## src/rtl/twc_pkg.sv

```systemverilog
// twc_pkg: shared types and helpers for the triangle waterline clipper
// no dependencies; imported by twc_front, twc_back, the top level and the testbench
`default_nettype none
package twc_pkg;

  localparam int COORD_W = 32;
  localparam int HGT_W = COORD_W + 1;

  typedef logic signed [COORD_W-1:0] coord_t;
  typedef logic signed [HGT_W-1:0] hgt_t;

  typedef struct packed {
    coord_t x;
    coord_t y;
    coord_t z;
  } vtx_t;

  typedef enum logic [1:0] {
    MODE_PASS,
    MODE_ONE_UP,
    MODE_TWO_UP
  } mode_t;

  // vh/vm/vl are the high, middle and low roles; in pass mode they are v2, v1, v0
  typedef struct packed {
    vtx_t vh;
    vtx_t vm;
    vtx_t vl;
    hgt_t hh;
    hgt_t hm;
    hgt_t hl;
    mode_t mode;
    logic sub;
  } entry_t;

  function automatic coord_t get_c(input vtx_t v, input logic [1:0] k);
    coord_t r;
    case (k)
      2'd0: r = v.x;
      2'd1: r = v.y;
      default: r = v.z;
    endcase
    return r;
  endfunction

endpackage
`default_nettype wire

```

## src/rtl/twc_front.sv

```systemverilog
// twc_front: computes vertex heights and sorts vertices into clip roles
// depends on twc_pkg
`default_nettype none
module twc_front
  import twc_pkg::*;
(
  input  vtx_t   v0,
  input  vtx_t   v1,
  input  vtx_t   v2,
  input  coord_t water_level,
  output entry_t ent
);

  vtx_t v [3];
  hgt_t h [3];
  logic [2:0] up;
  logic [1:0] nup;
  logic [1:0] ih, im, il;

  always_comb begin
    v[0] = v0;
    v[1] = v1;
    v[2] = v2;
    for (int i = 0; i < 3; i++) begin
      h[i] = HGT_W'(v[i].z) - HGT_W'(water_level);
      up[i] = ~h[i][HGT_W-1];
    end
    nup = 2'(up[0]) + 2'(up[1]) + 2'(up[2]);
    ih = 2'd2;
    im = 2'd1;
    il = 2'd0;
    ent.mode = MODE_PASS;
    if (nup == 2'd1) begin
      ent.mode = MODE_ONE_UP;
      if (up[0]) begin
        ih = 2'd0; im = 2'd2; il = 2'd1;
      end else if (up[1]) begin
        ih = 2'd1; im = 2'd0; il = 2'd2;
      end else begin
        ih = 2'd2; im = 2'd1; il = 2'd0;
      end
    end else if (nup == 2'd2) begin
      ent.mode = MODE_TWO_UP;
      if (!up[0]) begin
        il = 2'd0; ih = 2'd1; im = 2'd2;
      end else if (!up[1]) begin
        il = 2'd1; ih = 2'd2; im = 2'd0;
      end else begin
        il = 2'd2; ih = 2'd0; im = 2'd1;
      end
    end
    ent.vh = v[ih];
    ent.vm = v[im];
    ent.vl = v[il];
    ent.hh = h[ih];
    ent.hm = h[im];
    ent.hl = h[il];
    ent.sub = (nup == 2'd0);
  end

endmodule
`default_nettype wire

```

## config.mk

```make
export PLATFORM = sky130hd
export DESIGN_NAME = twc_front
export DESIGN_NICKNAME = d
export VERILOG_FILES = /design/src/rtl/twc_pkg.sv /design/src/rtl/twc_front.sv
export SDC_FILE = /design/constraint.sdc
export NUM_CORES = 1
export LEC_CHECK = 0
export BUFFER_PORTS_ARGS = -buffer_cell sky130_fd_sc_hd__buf_2
export CAP_MARGIN = 20
export CORE_AREA = 5 5 274 276
export DETAILED_ROUTE_END_ITERATION = 8
export DIE_AREA = 0 0 279 281
export PLACE_DENSITY = 0.45
export SETUP_SLACK_MARGIN = 0.05
export SLEW_MARGIN = 25
export SYNTH_ARGS = -nofsm -noshare
export SYNTH_HDL_FRONTEND = slang
export SYNTH_SLANG_ARGS = --single-unit
```

## constraint.sdc

```tcl
create_clock -name vclk -period 7.15
set_input_delay 0.715 -clock vclk [all_inputs]
set_output_delay 0.715 -clock vclk [all_outputs]
set_load 0.05 [all_outputs]
```

Word level (Yosys, flattened, before mapping)
Cells that the tools add are included.
Widths: inputs -> output; s select.
{"block": "totals", "register_bits": 0, "wordCells": 55, "input_bits": 320}
{"block": "op_classes", "n_lt_le_gt_ge": 3, "n_reduce_logical": 1, "n_eq_ne": 2, "addsub": 5, "n_mux": 38, "bitwise": 6}
{"cell": "$bmux 96 s2", "n": 3}
{"cell": "$mux 96", "n": 6}
{"cell": "$bmux 33 s2", "n": 3}
{"cell": "$mux 33", "n": 6}
{"cell": "$sub 32x32->33", "n": 3}
{"cell": "$mux 2", "n": 18}
{"cell": "$ge 3x3->1 const B", "n": 3}
{"cell": "$not 2->3", "n": 3}
{"cell": "$not 1->1", "n": 3}
{"cell": "$add 1x1->2", "n": 1}
{"cell": "$add 2x1->2", "n": 1}
{"cell": "$eq 2x1->1 const B", "n": 1}
{"cell": "$eq 2x2->1 const B", "n": 1}
{"cell": "$logic_not 2->1", "n": 1}
{"cell": "$mux 1", "n": 2}

Logic depth before layout (Yosys ltp)
{"block": "depth", "depth_word": 11, "ltp_mapped": 20, "ltp_nobuf": 17}

Worst setup path before layout
Ideal clock, no wire load.
{"block": "synth_timing", "kind": "input port to output port", "startpoint": "in v0[0] (netlist name)", "endpoint": "out ent[4] (netlist name)", "setup_slack_ns": 0.133, "path_stages": 18, "arrival_time_ns": 6.302, "cell_sequence": "inv_1 > ha_1 > fa_1 > nand2b_1 > a21o_1 > a211o_1 > a31oi_1 > a41oi_2 > a31o_2 > buf_4 > fa_1 > nand2b_1 > inv_1 > o221ai_1 > a21oi_2 > buf_6 > mux2_2 > o21ai_0"}
{"element": "start, declared", "line": "twc_front.sv:7", "source": "input vtx_t v0,"}
{"element": "end, declared", "line": "twc_front.sv:11", "source": "output entry_t ent"}

==> results.py <==
metrics = {
    "critical_path": {
        "cp_max_fo": 32,
        "cp.arrival_ps": 5980,
        "crit_path_top_delay_cell": "fa_1",
        "slowest_delay_ps": 510,
        "setup.worst_path.class": "in -> out",
        "cp-end-kind": "output port",
        "required_ps": 6430,
        "crit_family": "compound AO/OA/AOI/OAI gates",
        "path_cells": "buf_2 > inv_1 > ha_1 > fa_1 > nand2b_1 > a21o_1 > a211o_1 > a31oi_1 > buf_4 > a41oi_2 > a31o_2 > fa_1 > nand2b_1 > inv_1 > o221ai_1 > a21oi_4 > buf_12 > buf_4 > mux2i_1 > mux2i_1 > buf_2",
        "worstSetupStartpointType": "input pin",
        "crit_buf_inv": 7,
    },
    "placed_design": {
        "placed_area_um2": 17900,
        "place_congestion": 0.907,
        "io_buffer_count": 710,
        "dp_hpwl_um": 71000,
    },
    "grt": {
        "antenna_found_initial": 38,
        "grt_pass1_vias": 16576,
        "grt_first_pass_wirelength_um": 118000,
        "grt_max_degree": 69,
        "grt_usage_pct": 19.5,
        "grt_overflow_total": 0,
    },
    "final_layout": {
        "drive_gt1_share_pct": 30.4,
        "area_growth_pct": 36.8,
        "seqCellArea_um2": 0,
        "n_clock_buffer": 0,
        "fin_nets": 2985,
        "seq_cells": 0,
        "fin_area_um2": 17900,
    },
    "floorplan": {
        "initial_core_util_pct": 18.1,
        "rows": 99,
        "ios": 710,
        "dieArea_um2": 78400,
        "dieHeight_um": 281,
        "core_area_um2": 72300,
        "dieWidth_um": 279,
    },
    "routing": {
        "first_iter_violations": 1164,
        "vias": 17214,
        "via_per_inst": 4.86,
        "routedWlPerCell_um": 23.6,
        "drc": 0,
        "wl_um": 83700,
        "dr.pass1.iters": 6,
        "postRouteAntennaNets": 0,
    },
    "synthesis": {
        "syn_avg_cell_area_um2": 6.75,
        "synth.largest_area_cell": "mux2i_1",
        "yosysUniqueCellTypes": 70,
        "synthesis.nets": 2362,
        "ys_seq_area_share_pct": 0,
        "synthTopCellsByCount": "mux2i_1, nand2_1, a21oi_1, o21ai_1, nor2_1",
        "synth_top_area_share_pct": 30.2,
        "syn_inst": 1942,
        "syn_area_um2": 13100,
        "yosysWarnings": 0,
        "yosysMostFrequentCell": "mux2i_1",
        "synth_area_leaders": "mux2i_1, ha_1, a21oi_1",
    },
    "flow_run": {
        "max-cap-violations": 0,
    },
    "clock_tree": {
        "ctsResizeCount": 0,
        "cts_hold_buf": 0,
        "post-cts-setup-buffer-count": 0,
    },
    "power_and_ir_drop": {
        "powerDensity_nw_per_um2": 481,
        "report.power.total_uw": 8630,
        "leakagePower_uw": 0.00894,
        "vdd_drop_max_mv": 0.281,
    },
    "sta": {
        "rsz0062_at_grt": "false",
        "fin_tns_setup_ps": 0,
        "slew_viol_final": 0,
        "tightest_slew_ps": 821,
        "clock.fmax_mhz": 149,
        "hold_viol": 0,
        "fin_hold_ws_ps": 1840,
        "fin_crit_sh_pct": 93.7,
        "slew-limit-headroom_pct": 44.6,
        "fin_crit_ps": 6700,
        "final-setup-viol-count": 0,
    },
    "worst_hold_path": {
        "min_path_type": "in -> out",
    },
    "status": {
        "status": "complete, no violations",
    },
}
metal layers:
layer | vias to the layer above | part of all wire (%) | wire length (µm) | global-route usage (%)
li1 | 8332 | - | - | -
met1 | 8060 | 42 | 35100 | 24.5
met2 | 706 | 48 | 40500 | 34.5
met3 | 114 | 6.7 | 5570 | 3.62
met4 | 2 | 3.0 | 2550 | 4.93
met5 | - | 0.016 | 13 | 0
cell families (layout without fill, tap and decap cells):
kind of cell             after synthesis  in the layout  synth area share [%]
XOR/XNOR                              86             86                  5.74
adder cells (fa/ha/maj)              100            100                  9.77
AND/OR/NAND/NOR                      517            517                  16.8
multiplexers                         401            401                  30.7
AO/OA/AOI/OAI                        639            639                  28.7
other                                  0             18                     0
buffers and inverters                199            820                  8.34
cells in the final DEF (no fill, tap or decap), drive strengths merged, types with 19 or more instances in the layout:
master	count
buf	759
mux2i	396
nand2	248
o21ai	241
a21oi	202
nor2	152
ha	96
inv	61
xnor2	59
a21o	40
nor2b	33
o22ai	33
xor2	27
a211oi	24
o21bai	19
cell type report:
class                           instances  area, µm²
Tap cell                              959       1200
Timing Repair Buffer                  759       4390
Fill cell                            8382      54400
Antenna cell                           18       45.0
Inverter                               61        229
Multi-Input combinational cell       1743      12100
stage by stage:
stage	util (%)	cells	setup WS, ps
floorplan	-	1942	133
global placement	24.7	3522	563
detailed placement	24.7	3522	558
CTS	24.7	3522	520
global route	24.8	3538	284
finish	24.8	3540	451
path summary, 6_finish.rpt:
path / from / end / slack, ps / cells past startpoint
max: v0[0] / ent[26] / 450 / 21
min: v2[47] / ent[341] / 1840 / 4
where the power goes:
| group | internal (µW) | leakage, µW | switching [µW] |
|---|---|---|---|
| logic | 2220 | 0.00894 | 6410 |
| clock network | 0.000340 | 0.000000114 | 0 |
| registers | 0 | 0 | 0 |
(Power assumes the default switching activity.)
