==> config.mk <==
export PLATFORM = sky130hd
export DESIGN_NAME = twc_queue
export DESIGN_NICKNAME = d
export VERILOG_FILES = /design/src/rtl/twc_queue.sv
export SDC_FILE = /design/constraint.sdc
export NUM_CORES = 1
export LEC_CHECK = 0
export BUFFER_PORTS_ARGS = -buffer_cell sky130_fd_sc_hd__buf_2
export CAP_MARGIN = 15
export CORE_MARGIN = 2
export CORE_UTILIZATION = 48
export CTS_CLUSTER_SIZE = 30
export DETAILED_ROUTE_END_ITERATION = 8
export PLACE_DENSITY = 0.74
export REMOVE_ABC_BUFFERS = 1
export SLEW_MARGIN = 10
export SYNTH_ARGS = -nofsm -noshare
export SYNTH_HDL_FRONTEND = slang
export SYNTH_SLANG_ARGS = --single-unit
==> constraint.sdc <==
create_clock -name clk -period 1.5 [get_ports clk]
set_input_delay 0.225 -clock clk [delete_from_list [all_inputs] [get_ports clk]]
set_output_delay 0.225 -clock clk [all_outputs]
set_load 0.1 [all_outputs]
==> src/rtl/twc_queue.sv <==
// twc_queue: two-entry queue between the classifier and the clipping engine
// no package dependencies
`default_nettype none
module twc_queue #(
  parameter int DATA_W = 8
) (
  input  logic              clk,
  input  logic              rst,
  input  logic              push,
  input  logic [DATA_W-1:0] wdata,
  output logic              full,
  output logic              nonempty,
  input  logic              pop,
  output logic [DATA_W-1:0] rdata
);

  logic [DATA_W-1:0] mem [2];
  logic wptr, rptr;
  logic [1:0] count;

  assign full = (count == 2'd2);
  assign nonempty = (count != 2'd0);
  assign rdata = mem[rptr];

  always_ff @(posedge clk) begin
    if (push) begin
      mem[wptr] <= wdata;
    end
  end

  always_ff @(posedge clk) begin
    if (rst) begin
      wptr <= 1'b0;
      rptr <= 1'b0;
      count <= 2'd0;
    end else begin
      if (push) wptr <= ~wptr;
      if (pop) rptr <= ~rptr;
      count <= count + 2'(push) - 2'(pop);
    end
  end

endmodule
`default_nettype wire

== After elaboration in Yosys (flattened, before gate mapping) ==
Memories as Yosys holds them, arrays and structs flattened. A register that Yosys moved wholly into a read port is not among the register bits.
Cells that the tools add are included.
Widths: inputs -> output; s select.
Storage, ports and cells
  register bits: 4
  RAM bits: 16
  memories kept: 1
Operators by class
  $add $sub $neg: 2
  equal/unequal tests: 1
  mux-type cells: 4
  bitwise operators: 2
  reduce and logical (&&, ||, !) cells: 1
Memory list
  mem: words 2, width 8, read ports 1, clocked after memory_dff 1, write ports 1, line 17  | logic [DATA_W-1:0] mem [2];
Operators with widths (number)
  $mux 1: 4
  $add 2x1->2: 1
  $eq 2x2->1 const B: 1
  $not 1->1: 2
  $reduce_bool 2->1: 1
  $sub 2x1->2: 1

== Logic depth before layout (Yosys ltp) ==
Gate-level depths: netlist (run 1).
  depth after elaboration: 3
  gate-level depth with buffers: 6

== Least setup slack after synthesis (run 1) ==
Ideal clock, no wire load.
  path kind: flip-flop to output port
  start: reg count[1]
  end: out full
  arrival: 1.698 ns
  data required time: 1.275 ns
  slack: -0.423 ns
  stages on the path, launching flop included: 2
  path buffers: 0
  cells stage by stage: dfxtp_1 > nor2b_1
Between the ends
  cells in the longest elaborated chain, start to end: 1
RTL lines
  from (decl): line 19  | logic [1:0] count;
  from (signal assigned): line 39  | count <= count + 2'(push) - 2'(pop);
  $eq 2x2->1: line 21  | assign full = (count == 2'd2);
  to (decl): line 11  | output logic full,
No other way between the ends.

==> impl_metrics.yaml, run 1 <==
layout:
  final_area_um2: 1030
  synthToLayoutAreaGrowth_pct: 29.3
  postLayoutCoreUtil: 0.674
  drive_gt1_frac: 0.431
  n_antenna_cell: 0
  final_nets: 87
setup_path:
  cp-end-kind: "output port"
  slowest_stage: "dfxtp_4"
  path_max_fanout: 8
  worstRegToRegCells: 6
  cp_num_cells: 2
  rrSetupSlack_ns: 0.31
  crit_path_start_kind: "register"
  crit_type: "reg2out"
  cp_data_arrival_time_ns: 1.25
  path_delay_family: "flip-flops"
  crit_buf_inv: 1
  path_cells: "mux2_2 -> buf_8"
  r2r_start: "count[0]"
  reg2reg_to: "count[1]"
  cpPeakStageDelay_ns: 0.41
  required_ns: 1.27
yosys:
  synthDominantCellAreaShare: 0.605
  syn_area_per_cell_um2: 17.3
  synth_cells: 46
  synth_most_common_cell: "edfxtp_1"
  ys_seq_elements: 21
  synth_top_area_cell: "edfxtp_1"
  synth_top_cells_by_count: "edfxtp_1, mux2_1, dfxtp_1"
  ys_seq_area_frac: 0.731
  yosys_warnings: 0
  ys_async_sr_fraction: 0
  ys_types: 12
  synth_ff_type: "edfxtp_1"
  synth_area_leaders: "edfxtp_1, dfxtp_1, mux2_1"
  netlist_area_um2: 795
  synth_edf_count: 16
global_routing:
  grt_first_pass_wirelength_um: 1690
  grt_usage: 0.126
  grt_max_degree: 12
  antenna_found_initial: 0
  grt_pass1_vias: 405
  gr-total-overflow: 0
clocking:
  cts_buffer_depth: 2
  clock-root-buffer: "clkbuf_4"
  insertion_delay_ns: 0.29
  hold_buffers: 0
  clk_pin_slew_worst_paths_ns: 0.11
  numCtsBuffers: 3
  htree_levels: 1
  clock-sinks: 21
  cts_tree: "built"
sta:
  final_hold_viol_count: 0
  grt_setup_unrepaired: "true"
  slew_viol_final: 0
  finClkSkew_ns: 0.00495
  setup-tns-final_ns: 0
  slew_headroom: 0.680
  maxClockFrequency_ghz: 0.677
  fin_crit_ns: 1.48
  min_period_over_period: 0.985
  finalSetupViolCount: 0
  worstMarginPinSlew_ns: 0.484
detailed_routing:
  drtAntennaViolNets: 0
  dr.pass1.iters: 3
  drtIter0Drc: 2
  routed_wl_um: 1070
  drc: 0
  via_per_inst: 4.98
  vias: 438
  avgRoutedWirePerCell_um: 12.1
floorplan:
  core_um2: 1520
  io_pins: 22
  initial_core_util: 0.521
  die_width_um: 44.7
  num_rows: 14
  die_h_um: 44.7
  die_area_um2: 2000
placed_design:
  numPortBuffers: 21
  dp_hpwl_um: 826
  place_area_um2: 930
  gp_congestion: 0.585
pwr:
  power.density_nw_per_um2: 1430
  totalPowerFinal_mw: 1.47
  vdd_ir_drop_max_v: 0.000981
  p_leak_nw: 0.415
outcome:
  status: "complete, no violations"
worst_hold_path:
  min_to: "mem[0][6]"
  holdCritStartpoint: "wdata[6]"
  hp-class: "in2reg"
  holdPathStages: 1
flow_run:
  max_cap_viol_count: 0
-- sequential cells by signal, indices dropped and copies added, names as in the netlist, named ones only --
name,count
mem,16
count,2
rptr,1
wptr,1
-- metal layers --
layer	track usage	share of wire	up-vias
met5	0	0	-
met4	0.0727	0	0
met3	0.0245	0.053	0
met2	0.214	0.55	11
met1	0.146	0.39	211
li1	-	-	216
-- power breakdown --
| part | switching, mW | total, mW | internal (mW) |
|---|---|---|---|
| registers | 0.0237 | 0.699 | 0.676 |
| clock network | 0.152 | 0.255 | 0.103 |
| logic | 0.361 | 0.511 | 0.150 |
-- worst max-delay path by stage --
stage	startpoint	endpoint	slack (ns)
floorplan	count[1]	full	-0.42
global placement	register	rdata[0]	0.1
detailed placement	register	rdata[0]	0.1
CTS	register	rdata[0]	-0.001
global route	register	rdata[1]	-0.03
finish	register	rdata[1]	0.02
-- cells in the final DEF, fill, tap and decap left out --
master	instances
and2_1	1
buf_2	12
buf_4	2
buf_6	4
buf_8	4
clkbuf_1	1
clkbuf_4	4
dfxtp_1	4
dfxtp_4	1
edfxtp_1	16
ha_1	2
inv_1	2
mux2_1	4
mux2_2	4
nor2_1	4
nor2b_1	3
or2_1	1
xnor2_1	2
xnor3_1	1
-- per-stage QoR --
stage | instances | setup slack (ns) | hold WS (ns)
2_1_floorplan | 45 | -0.423 | 0.297
3_3_place_gp | 84 | 0.0950 | 0.414
3_5_place_dp | 84 | 0.0954 | 0.417
4_1_cts | 88 | -0.00131 | 0.101
5_1_grt | 88 | -0.0258 | 0.0938
6_report | 88 | 0.0218 | 0.112
-- area by class of cell --
class,instances,area [µm²]
Clock buffer,4,26.3
Inverter,2,7.51
Multi-Input combinational cell,22,201
Fill cell,110,497
Timing Repair Buffer,23,188
Sequential cell,21,584
Tap cell,16,20.0
-- logic make-up (layout without fill, tap and decap cells) --
logic type / Yosys count / count (layout) / synth area share
mux: 8 / 8 / 0.113
buf+inv: 3 / 29 / 0.0157
flops: 21 / 21 / 0.731
simple gates: 9 / 9 / 0.0583
fa+ha+maj: 2 / 2 / 0.0315
xor+xnor: 3 / 3 / 0.0504
-- worst register-to-register path, stage by stage (launching register included) --
cell and delay [ns]:
dfxtp_1 0.35, inv_1 0.05, ha_1 0.26, inv_1 0.06
ha_1 0.14, xnor3_1 0.20, nor2_1 0.08
-- what timing repair did --
action	in CTS	in global routing
resized for setup	18	9
buffers inserted	0	0
endpoints found under the setup margin	8	9
pin swaps	0	0
No activity file was read; power rests on OpenSTA's default activity.
==> inputs of run 2 (changes only) <==
--- a/config.mk
+++ b/config.mk
@@ -15,3 +15,2 @@
 export REMOVE_ABC_BUFFERS = 1
-export SLEW_MARGIN = 10
 export SYNTH_ARGS = -nofsm -noshare
==> constraint.sdc (replaced) <==
create_clock -name clk -period 1.5 [get_ports clk]
set_input_delay 0.15 -clock clk [delete_from_list [all_inputs] [get_ports clk]]
set_output_delay 0.15 -clock clk [all_outputs]
set_load 0.1 [all_outputs]
==> impl_metrics.yaml, run 2 (synthesized netlist as in run 1, its figures left out) <==
outcome:
  status: "complete, no violations"
layout:
  fill_cells: 117
  multi_input_comb_area_um2: 201
  final_cell_mix: "edfxtp_1, buf_2, buf_4"
  instances_no_fill: 87
  reg_top3: "mem: 16 flops, count: 2 flops"
  largest_register: "mem"
  final_nets: 86
  final_area_um2: 972
  layout_commonest_cell: "edfxtp_1"
  n_antenna_cell: 0
  synthToLayoutAreaGrowth_pct: 22.4
  postLayoutCoreUtil: 0.638
  drive_gt1_frac: 0.366
  ff_latch_area_um2: 584
  largest_reg_flops: 16
setup_path:
  path_max_fanout: 8
  rrSetupSlack_ns: 0.29
  required_ns: 1.35
  path_cells: "mux2_1 -> buf_4"
  slowest_stage: "dfxtp_4"
  critPathCapture: "rdata[4]"
  cp_data_arrival_time_ns: 1.29
  reg2reg_to: "count[1]"
  crit_type: "reg2out"
  worstRegToRegCells: 6
  cp-end-kind: "output port"
  crit_path_start_kind: "register"
  crit_buf_inv: 1
  path_delay_family: "flip-flops"
  cpPeakStageDelay_ns: 0.42
  cp_num_cells: 2
  r2r_start: "count[0]"
sta:
  slew_headroom: 0.679
  maxClockFrequency_ghz: 0.696
  final_hold_viol_count: 0
  setup-tns-final_ns: 0
  grt_setup_unrepaired: "false"
  min_period_over_period: 0.959
  slew_viol_final: 0
  finClkSkew_ns: 0.00923
  fin_crit_ns: 1.44
  worst_slack_ns: 0.0622
  finalSetupViolCount: 0
  fin_hold_ws_ns: 0.0319
  worstMarginPinSlew_ns: 0.484
floorplan:
  io_pins: 22
  initial_core_util: 0.521
  die_h_um: 44.7
  die_area_um2: 2000
  num_rows: 14
  core_um2: 1520
  die_width_um: 44.7
detailed_routing:
  drtIter0Drc: 9
  vias: 440
  avgRoutedWirePerCell_um: 13.6
  drc: 0
  via_per_inst: 5.06
  routed_wl_um: 1180
  dr.pass1.iters: 3
  drtAntennaViolNets: 0
pwr:
  vdd_ir_drop_max_v: 0.00117
  p_leak_nw: 0.396
  power.density_nw_per_um2: 1480
  totalPowerFinal_mw: 1.43
worst_hold_path:
  holdCritStartpoint: "wdata[4]"
  hp-class: "in2reg"
global_routing:
  antenna_found_initial: 0
  grt_pass1_vias: 475
  gr-total-overflow: 0
  grt_first_pass_wirelength_um: 1890
  grt_usage: 0.140
  grt_max_degree: 12
placed_design:
  dpl_worst_slack_ns: 0.169
  numPortBuffers: 21
  place_area_um2: 922
  gp_congestion: 0.600
  placed_cells: 83
  dp_hpwl_um: 911
clocking:
  htree_levels: 1
  cts_tree: "built"
  clock-root-buffer: "clkbuf_4"
  clock-sinks: 21
  insertion_delay_ns: 0.30
  clk_pin_slew_worst_paths_ns: 0.11
  cts_buffer_depth: 2
  post-cts-setup-buffer-count: 0
  numCtsBuffers: 3
flow_run:
  max_cap_viol_count: 0
[run 2: cell count changes in the layout (fill, tap and decap cells not counted)]
cell	delta
buf_4	+7
buf_6	-4
buf_8	-4
mux2_1	+4
mux2_2	-4
buf_2	+1
clkbuf_4	-1
[run 2: worst reg2reg max path: stages, from the launching register on]
cell and delay, ns:
dfxtp_1 0.35, inv_1 0.05, ha_1 0.26, inv_1 0.06, ha_1 0.14, xnor3_1 0.21
nor2_1 0.08
[run 2: worst min path at each step]
| stage | cells after the start | slack, ns | end |
|---|---|---|---|
| 3_5_place_dp | 1 | 0.34 | mem[1][3] |
| 2_1_floorplan | 1 | 0.22 | count[0] |
| 5_1_grt | 1 | 0.02 | mem[1][6] |
| 3_3_place_gp | 1 | 0.34 | mem[0][1] |
| 4_1_cts | 1 | 0.03 | mem[0][6] |
| 6_report | 1 | 0.03 | mem[0][4] |
[run 2: final cells by class]
class | count | area share
Sequential cell | 21 | 0.601
Multi-Input combinational cell | 22 | 0.207
Timing Repair Buffer | 22 | 0.136
Clock buffer | 4 | 0.0270
Tap cell | 16 | 0.0206
Inverter | 2 | 0.00772
[run 2: layer usage]
layer / share of wire / global-route usage / wire length, µm / vias to the layer above
met1: 0.37 / 0.142 / 431 / 209
met3: 0.045 / 0.0245 / 53 / 2
met2: 0.57 / 0.267 / 676 / 13
li1: - / - / - / 216
met5: 0 / 0 / 0 / -
met4: 0.014 / 0.0727 / 17 / 0
[run 2: power breakdown]
group	internal [mW]	switching [mW]
clock	0.104	0.159
sequential	0.676	0.0256
combinational	0.116	0.355
total	0.895	0.539
[run 2: what timing repair did]
item                                    in CTS  in global routing
pin swaps                                    0                  0
endpoints found under the setup margin       8                  8
hold buffers                                 0                  0
resized for setup                            9                  1
==> inputs of run 3 (changes only) <==
- CORE_ASPECT_RATIO: unset -> 1.2
- PLACE_DENSITY: 0.74 -> 0.84
==> impl_metrics.yaml, run 3 (synthesized netlist as in run 1, its figures left out) <==
outcome:
  status: "complete, no violations"
clocking:
  numCtsBuffers: 3
  clock-sinks: 21
  cts_buffer_depth: 2
  hold_buffers: 0
  insertion_delay_ns: 0.31
  clock-root-buffer: "clkbuf_4"
  post-cts-setup-buffer-count: 0
  cts_tree: "built"
  clk_pin_slew_worst_paths_ns: 0.12
  htree_levels: 1
sta:
  fin_hold_ws_ns: 0.0217
  min_period_over_period: 0.961
  maxClockFrequency_ghz: 0.694
  finalSetupViolCount: 0
  final_hold_viol_count: 0
  slew_headroom: 0.676
  finClkSkew_ns: 0.0120
  fin_crit_ns: 1.44
  worstMarginPinSlew_ns: 0.489
  slew_viol_final: 0
setup_path:
  worstRegToRegCells: 6
  required_ns: 1.35
  cpPeakStageDelay_ns: 0.43
  cp_data_arrival_time_ns: 1.29
  r2r_start: "count[0]"
  slowest_stage: "dfxtp_4"
  cp-end-kind: "output port"
  crit_type: "reg2out"
  crit_buf_inv: 1
  path_max_fanout: 8
  crit_path_start_kind: "register"
  rrSetupSlack_ns: 0.29
  reg2reg_to: "count[1]"
  path_cells: "mux2_1 -> buf_6"
  path_delay_family: "flip-flops"
global_routing:
  grt_max_degree: 13
  gr-total-overflow: 0
  grt_usage: 0.144
  antenna_found_initial: 0
  grt_pass1_vias: 435
  grt_first_pass_wirelength_um: 1910
layout:
  largest_reg_flops: 16
  fill_cells: 124
  synthToLayoutAreaGrowth_pct: 26.9
  instances_no_fill: 89
  n_antenna_cell: 0
  largest_register: "mem"
  final_cell_mix: "edfxtp_1, buf_2, mux2_1, buf_6"
  final_nets: 86
  layout_commonest_cell: "edfxtp_1"
  drive_gt1_frac: 0.380
  reg_top3: "mem: 16 flops, count: 2 flops"
floorplan:
  initial_core_util: 0.496
  num_rows: 16
  die_width_um: 41.1
  die_h_um: 48.6
  io_pins: 22
  core_um2: 1600
  die_area_um2: 2000
worst_hold_path:
  min_to: "mem[1][3]"
  hp-class: "in2reg"
  holdPathStages: 1
  holdCritStartpoint: "wdata[3]"
placed_design:
  placed_cells: 85
  dp_hpwl_um: 878
  gp_congestion: 0.580
  numPortBuffers: 21
detailed_routing:
  drtIter0Drc: 10
  dr.pass1.iters: 4
  drc: 0
  vias: 441
  avgRoutedWirePerCell_um: 13.2
  routed_wl_um: 1180
  via_per_inst: 4.96
  drtAntennaViolNets: 0
pwr:
  power.density_nw_per_um2: 1450
  p_leak_nw: 0.408
  vdd_ir_drop_max_v: 0.00100
flow_run:
  max_cap_viol_count: 0
==> run 3: cell types whose count changed in the layout (fill, tap and decap cells not counted), sizes merged <==
cell    change
clkinv      +1
buf         -1
==> run 3: final cells by class <==
| type | instances | area (µm²) | area share |
|---|---|---|---|
| Inverter | 2 | 7.51 | 0.00744 |
| Sequential cell | 21 | 584 | 0.579 |
| Multi-Input combinational cell | 22 | 201 | 0.200 |
| Clock buffer | 3 | 22.5 | 0.0223 |
| Tap cell | 18 | 22.5 | 0.0223 |
| Clock inverter | 1 | 5.00 | 0.00496 |
| Timing Repair Buffer | 22 | 165 | 0.164 |
==> run 3: metal layers <==
metal / global-route usage / vias to the layer above / part of all wire
li1: - / 214 / -
met1: 0.169 / 206 / 0.38
met4: 0.0806 / 0 / 0.025
met5: 0 / - / 0
met2: 0.232 / 18 / 0.53
met3: 0.0275 / 3 / 0.066
==> run 3: what timing repair did <==
action | 4_1_cts | 5_1_grt
resized for setup | 10 | 9
cloned | 0 | 0
setup endpoints to repair | 8 | 9
==> run 3: through the flow <==
step | power [mW] | setup slack (ns) | setup TNS, ns | area, µm² | util
floorplan | 1.10 | -0.348 | -0.348 | 790 | -
global route | 1.53 | -0.00553 | -0.00553 | 1010 | 0.630
finish | 1.46 | 0.0592 | 0 | 1010 | 0.630
CTS | 1.45 | 0.0188 | 0 | 976 | 0.609
global placement | 1.16 | 0.163 | 0 | 925 | 0.577
detailed placement | 1.18 | 0.151 | 0 | 925 | 0.577
==> run 3: worst max-delay path by stage <==
stage                         from  slack (ns)  cells past startpoint       end
after floorplan           count[1]       -0.35                      1      full
after global placement    register        0.16                      2  rdata[4]
after detailed placement  register        0.15                      2  rdata[4]
after CTS                 register        0.02                      2  rdata[4]
after global routing      register      -0.006                      2  rdata[4]
final                     register        0.06                      2  rdata[4]
==> run 3: report_power, final <==
group          switching, mW  total [mW]  internal (mW)
clock network          0.168       0.267         0.0997
logic                  0.360       0.496          0.135
registers             0.0253       0.701          0.676
==> run 3: worst reg2reg max path: cells and delay by family, from the launching register on <==
family | cells | cell delay [ns]
xor+xnor | 1 | 0.21
buf+inv | 2 | 0.10
fa+ha+maj | 2 | 0.40
simple gates | 1 | 0.09
flops | 1 | 0.36
